**config.mk**
```make
export PLATFORM = sky130hd
export DESIGN_NAME = sit_ctrl
export DESIGN_NICKNAME = d
export VERILOG_FILES = /design/src/rtl/sit_pkg.sv /design/src/rtl/sit_ctrl.sv
export SDC_FILE = /design/constraint.sdc
export NUM_CORES = 1
export LEC_CHECK = 0
export ABC_AREA = 1
export BUFFER_PORTS_ARGS = -buffer_cell sky130_fd_sc_hd__buf_2
export CAP_MARGIN = 20
export CORE_AREA = 2 2 39 41
export CTS_CLUSTER_SIZE = 25
export DETAILED_ROUTE_END_ITERATION = 12
export DIE_AREA = 0 0 41 43
export GPL_TIMING_DRIVEN = 0
export SYNTH_ARGS = -nofsm -noshare
export SYNTH_HDL_FRONTEND = slang
export SYNTH_SLANG_ARGS = --single-unit
export TNS_END_PERCENT = 20
```
**constraint.sdc**
```tcl
create_clock -name i_clk -period 1 [get_ports i_clk]
set_input_delay 0.05 -clock i_clk [delete_from_list [all_inputs] [get_ports i_clk]]
set_output_delay 0.05 -clock i_clk [all_outputs]
set_load 0.02 [all_outputs]
```
**src/rtl/sit_pkg.sv**
```systemverilog
// ----------------------------------------------------------------------------
// sit_pkg
// Types and constants shared by the symbol interning table modules.
// ----------------------------------------------------------------------------
package sit_pkg;

    // Result status codes
    localparam logic [1:0] ST_FOUND    = 2'd0;
    localparam logic [1:0] ST_INSERTED = 2'd1;
    localparam logic [1:0] ST_OVERFLOW = 2'd2;

    // Prefix characters
    localparam logic [7:0] CH_AT    = 8'h40;  // '@'
    localparam logic [7:0] CH_AMP   = 8'h26;  // '&'
    localparam logic [7:0] CH_DOT   = 8'h2E;  // '.'
    localparam logic [7:0] CH_COLON = 8'h3A;  // ':'
    localparam logic [7:0] CH_NONE  = 8'h00;

    typedef struct packed {
        logic [7:0] char_code;
        logic       last_char;
    } t_in;

    typedef struct packed {
        logic [1:0] status;
        logic [7:0] symbol_index;
        logic       is_keyword;
        logic       no_eval;
        logic       is_variadic;
    } t_out;

    // Controller to datapath
    typedef struct packed {
        logic take_char;  // store the accepted character
        logic start;      // reset the scan pointer
        logic scan;       // issue one read and compare one entry
        logic latch;      // hold the search outcome
        logic finish;     // post the result, append, clear the name
    } t_cmd;

    // Datapath to controller
    typedef struct packed {
        logic done;       // search outcome known this cycle
        logic out_free;   // output register can take a result
    } t_sts;

endpackage

```
**src/rtl/sit_ctrl.sv**
```systemverilog
// ----------------------------------------------------------------------------
// sit_ctrl
// Sequencer: collects characters, runs the table scan, posts the result.
// ----------------------------------------------------------------------------
module sit_ctrl (
    input  logic          i_clk,
    input  logic          i_rst_n,
    input  logic          i_valid,
    input  logic          i_last,
    output logic          o_ready,
    input  sit_pkg::t_sts i_sts,
    output sit_pkg::t_cmd o_cmd
);

    localparam logic [1:0] S_COLLECT = 2'd0;
    localparam logic [1:0] S_SEARCH  = 2'd1;
    localparam logic [1:0] S_RESULT  = 2'd2;

    logic [1:0] r_state;
    logic [1:0] n_state;

    always_comb begin
        n_state = r_state;
        o_cmd   = '0;
        o_ready = 1'b0;
        unique case (r_state)
            S_COLLECT: begin
                o_ready         = 1'b1;
                o_cmd.take_char = i_valid;
                if (i_valid && i_last) begin
                    o_cmd.start = 1'b1;
                    n_state     = S_SEARCH;
                end
            end
            S_SEARCH: begin
                o_cmd.scan = 1'b1;
                if (i_sts.done) begin
                    o_cmd.latch = 1'b1;
                    n_state     = S_RESULT;
                end
            end
            S_RESULT: begin
                // wait for room in the output register
                if (i_sts.out_free) begin
                    o_cmd.finish = 1'b1;
                    n_state      = S_COLLECT;
                end
            end
            default: begin
                n_state = S_COLLECT;
            end
        endcase
    end

    always_ff @(posedge i_clk) begin
        if (!i_rst_n) begin
            r_state <= S_COLLECT;
        end else begin
            r_state <= n_state;
        end
    end

endmodule

```
# --- After elaboration in Yosys (flattened, before gate mapping) ---
# Cells that the tools add are included.
totals:
  output_inout_bits: 6
  reg_bits: 2
  inputBits: 6
classes:
  n_reduce_logical: 3
  mux: 11
  n_eq_ne: 5
ops:
  columns: ["operator", "count"]
  rows:
  - ["$mux W2", 5]
  - ["$ne A2 B2 Y1 const B", 3]
  - ["$pmux W2 S3", 1]
  - ["$mux W1", 5]
  - ["$reduce_and A3 Y1", 1]
  - ["$eq A2 B1 Y1 const B", 1]
  - ["$eq A2 B2 Y1 const B", 1]
  - ["$logic_not A2 Y1", 1]
  - ["$logic_and A1 B1 Y1", 1]

# --- Longest topological paths before layout ---
depth:
  word_depth: 3
  mapped_depth: 4

# --- Worst setup path before layout ---
# Ideal clock, no wire load.
synth_path:
  path_kind: "reg-to-output"
  from: "reg r_state[0]"
  to: "out o_cmd[3] (netlist name)"
  arrival_time_ns: 0.975
  slack_ns: -0.025
  n_path_buf: 0
  stages_incl_launch_ff: 4
  required_time_ns: 0.950
  path_cell_list: "dfxtp_1 -> nor2_2 -> inv_2 -> nor2_1"
synth_lines:
  columns: ["item", "line", "text"]
  rows:
  - ["from (decl)", "sit_ctrl.sv:19", "logic [1:0] r_state;"]
  - ["from (signal assigned)", "sit_ctrl.sv:59", "r_state <= n_state;"]
  - ["to (decl)", "sit_ctrl.sv:12", "output sit_pkg::t_cmd o_cmd"]

==> impl_metrics.csv <==
group,metric,value,unit
routing,wire_per_inst,6.79,um
floorplanning,die_area,0.00176,mm^2
sta,whs,0.0612,ns
global_routing,grt_pass1_wl,448,um
finish,insertedDiodeCount,0,
clock_tree,hold_buffers,0,
routing,route.detailed.drc,0,
routing,vias,186,
placed_design,port_buffers,11,
worst_hold_path,hp-class,"in2reg",
floorplanning,core,0.00138,mm^2
synthesis,ys_seq_area_share,28.3,%
global_routing,met1_usage,1.60,%
placed_design,dp_hpwl,268,um
floorplanning,initial_core_util,10.2,%
sta,setup_tns,0,ns
floorplanning,die_h,43,um
synthesis,yosys.area.top_type,"dfxtp_1",
setup_path,cp.required,0.95,ns
power,peakVddDrop,0.208,mV
global_routing,grt_pass1_vias,156,
clock_tree,cts_root_buf,"clkbuf_4",
placed_design,place_ws,0.138,ns
routing,via_per_inst,3.51,
setup_path,slowest_delay,0.36,ns
power,powerDensity,1400,mW/mm^2
outcome,outcome,"completed",
run,maxCapViolCount,0,
finish,drive_gt1_share,64.9,%
finish,largestRegisters,"r_state (2)",
synthesis,yosys_warnings,0,
finish,final_cells,53,
synthesis,synth.top_cell.area_share,28.3,%
setup_path,cp_cell_sequence,"nor2_4, inv_2, nor2_1, buf_4",
sta,max_clock_freq,1000,MHz
finish,nets,45,
finish,syn_to_final_growth,93.8,%
finish,num-fill-cells,164,
global_routing,antenna_found_initial,0,
sta,hold_viol,0,
finish,largest_register_ffs,2,
sta,min_period_over_period,100,%
global_routing,grt.busiest_layer,"met4",
clock_tree,cts_buffer_depth,2,
finish,largest-register,"r_state",
synthesis,syn_inst,23,
sta,tightest_slew,0.127,ns
clock_tree,cts_tree,"yes",
clock_tree,numCtsBuffers,3,
floorplanning,row_count,14,
placed_design,placed_cells,50,
sta,fin_worst_skew,0.00000122,ns
global_routing,globalRouteMet3Util,3.14,%
routing,finalWirelength,360,um
synthesis,synth_cell_type_count,12,
clock_tree,clk_latency,0.22,ns
global_routing,grt_overflow_total,0,
sta,layout_setup_ws,0.000322,ns
power,power,384,uW
setup_path,path_class,"reg2out",
sta,finalCriticalPeriod,1.00,ns
setup_path,end_kind,"output pin",
routing,detail-route-antenna-nets,0,
placed_design,gp_congestion,0.519,
clock_tree,cts_sinks,2,
synthesis,ys_top_cells_by_area,"dfxtp_1, inv_1, nand2_1",
power,leakage,0.151,nW
floorplanning,num_io_pins,12,
finish,mostFrequentLayoutCells,"buf_2, inv_1, buf_4",
setup_path,cp_max_fo,6,
synthesis,synth_area,141,um^2
routing,drt_pass1_iterations,1,
setup_path,crit_slowest_cell,"dfxtp_4",
clock_tree,ctsHtreeMaxLevel,1,
global_routing,grt_usage,5.01,%
setup_path,cp-start-kind,"register",
routing,drt-initial-drc-count,0,
sta,slew_headroom,91.5,%
clock_tree,path_clk_slew,0.03,ns
synthesis,ys_seq_elements,2,
global_routing,grt_max_degree,7,
floorplanning,die_x,41,um
synthesis,syn_avg_cell_area,6.15,um^2
sta,slew_violations,0,
setup_path,arrival,0.95,ns
synthesis,syn-num-nets,29,
sta,finalSetupViolations,0,
finish,final_common_cell,"buf_2",
sta,rsz0062_at_grt,"true",
global_routing,use_met2,6.56,%
-- final timing paths --
path                            startpoint    endpoint  slack [ns]  depth (start not counted)
worst min-delay path               i_rst_n  r_state[1]        0.06                          3
worst min register to register  r_state[1]  r_state[1]        0.51                          2
worst max-delay path            r_state[0]    o_cmd[3]      0.0003                          4
worst max register to register  r_state[1]  r_state[0]        0.23                          4
-- synthesized netlist by cell type --
cell type  instances
a21oi_1            1
a21oi_2            1
buf_4              1
dfxtp_1            2
inv_1              7
inv_2              1
nand2_1            3
nand3_1            2
nand3_2            1
nor2_1             2
nor2_2             1
nor3_1             1
-- metrics by stage --
stage	util, %	area, um^2
3_5_place_dp	15.6	216
5_1_grt	19.8	274
6_report	19.8	274
3_3_place_gp	15.6	216
4_1_cts	19.2	265
2_1_floorplan	-	141
-- power by group --
part           internal (mW)  switching (mW)
Combinational         0.0497          0.0592
Clock                  0.132          0.0442
Sequential            0.0872          0.0116
-- cell type report --
class                           instances  area (um^2)  share of cell area, %
Sequential cell                         2         45.0                   16.4
Clock buffer                            3         22.5                   8.22
Timing Repair Buffer                   12         82.6                   30.1
Tap cell                               16         20.0                   7.31
Multi-Input combinational cell         12         73.8                   26.9
Inverter                                8         30.0                   11.0
-- critical path: cells and delay by family, from the launching register on --
| family | cells | cell delay [ns] |
|---|---|---|
| DFF | 1 | 0.36 |
| buffers and inverters | 2 | 0.18 |
| and+or+nand+nor | 2 | 0.18 |
-- cells by family after synthesis --
logic type,Yosys count,synth area share [%]
DFF,2,28.3
and+or+nand+nor,10,35.4
buffers and inverters,9,26.6
AOI/OAI and AO/OA,2,9.73
-- repair_timing --
| action | in CTS | in global routing |
|---|---|---|
| resized for setup | 10 | 4 |
| setup buffers | 1 | 0 |
| pin swaps | 2 | 0 |
| endpoints found under the setup margin | 6 | 4 |
-- routing by layer --
layer / part of all wire, % / up-vias
met5: 0 / -
met4: 6.4 / 0
met3: 10 / 2
met2: 53 / 10
met1: 30 / 80
li1: - / 94
(Power assumes the default switching activity.)
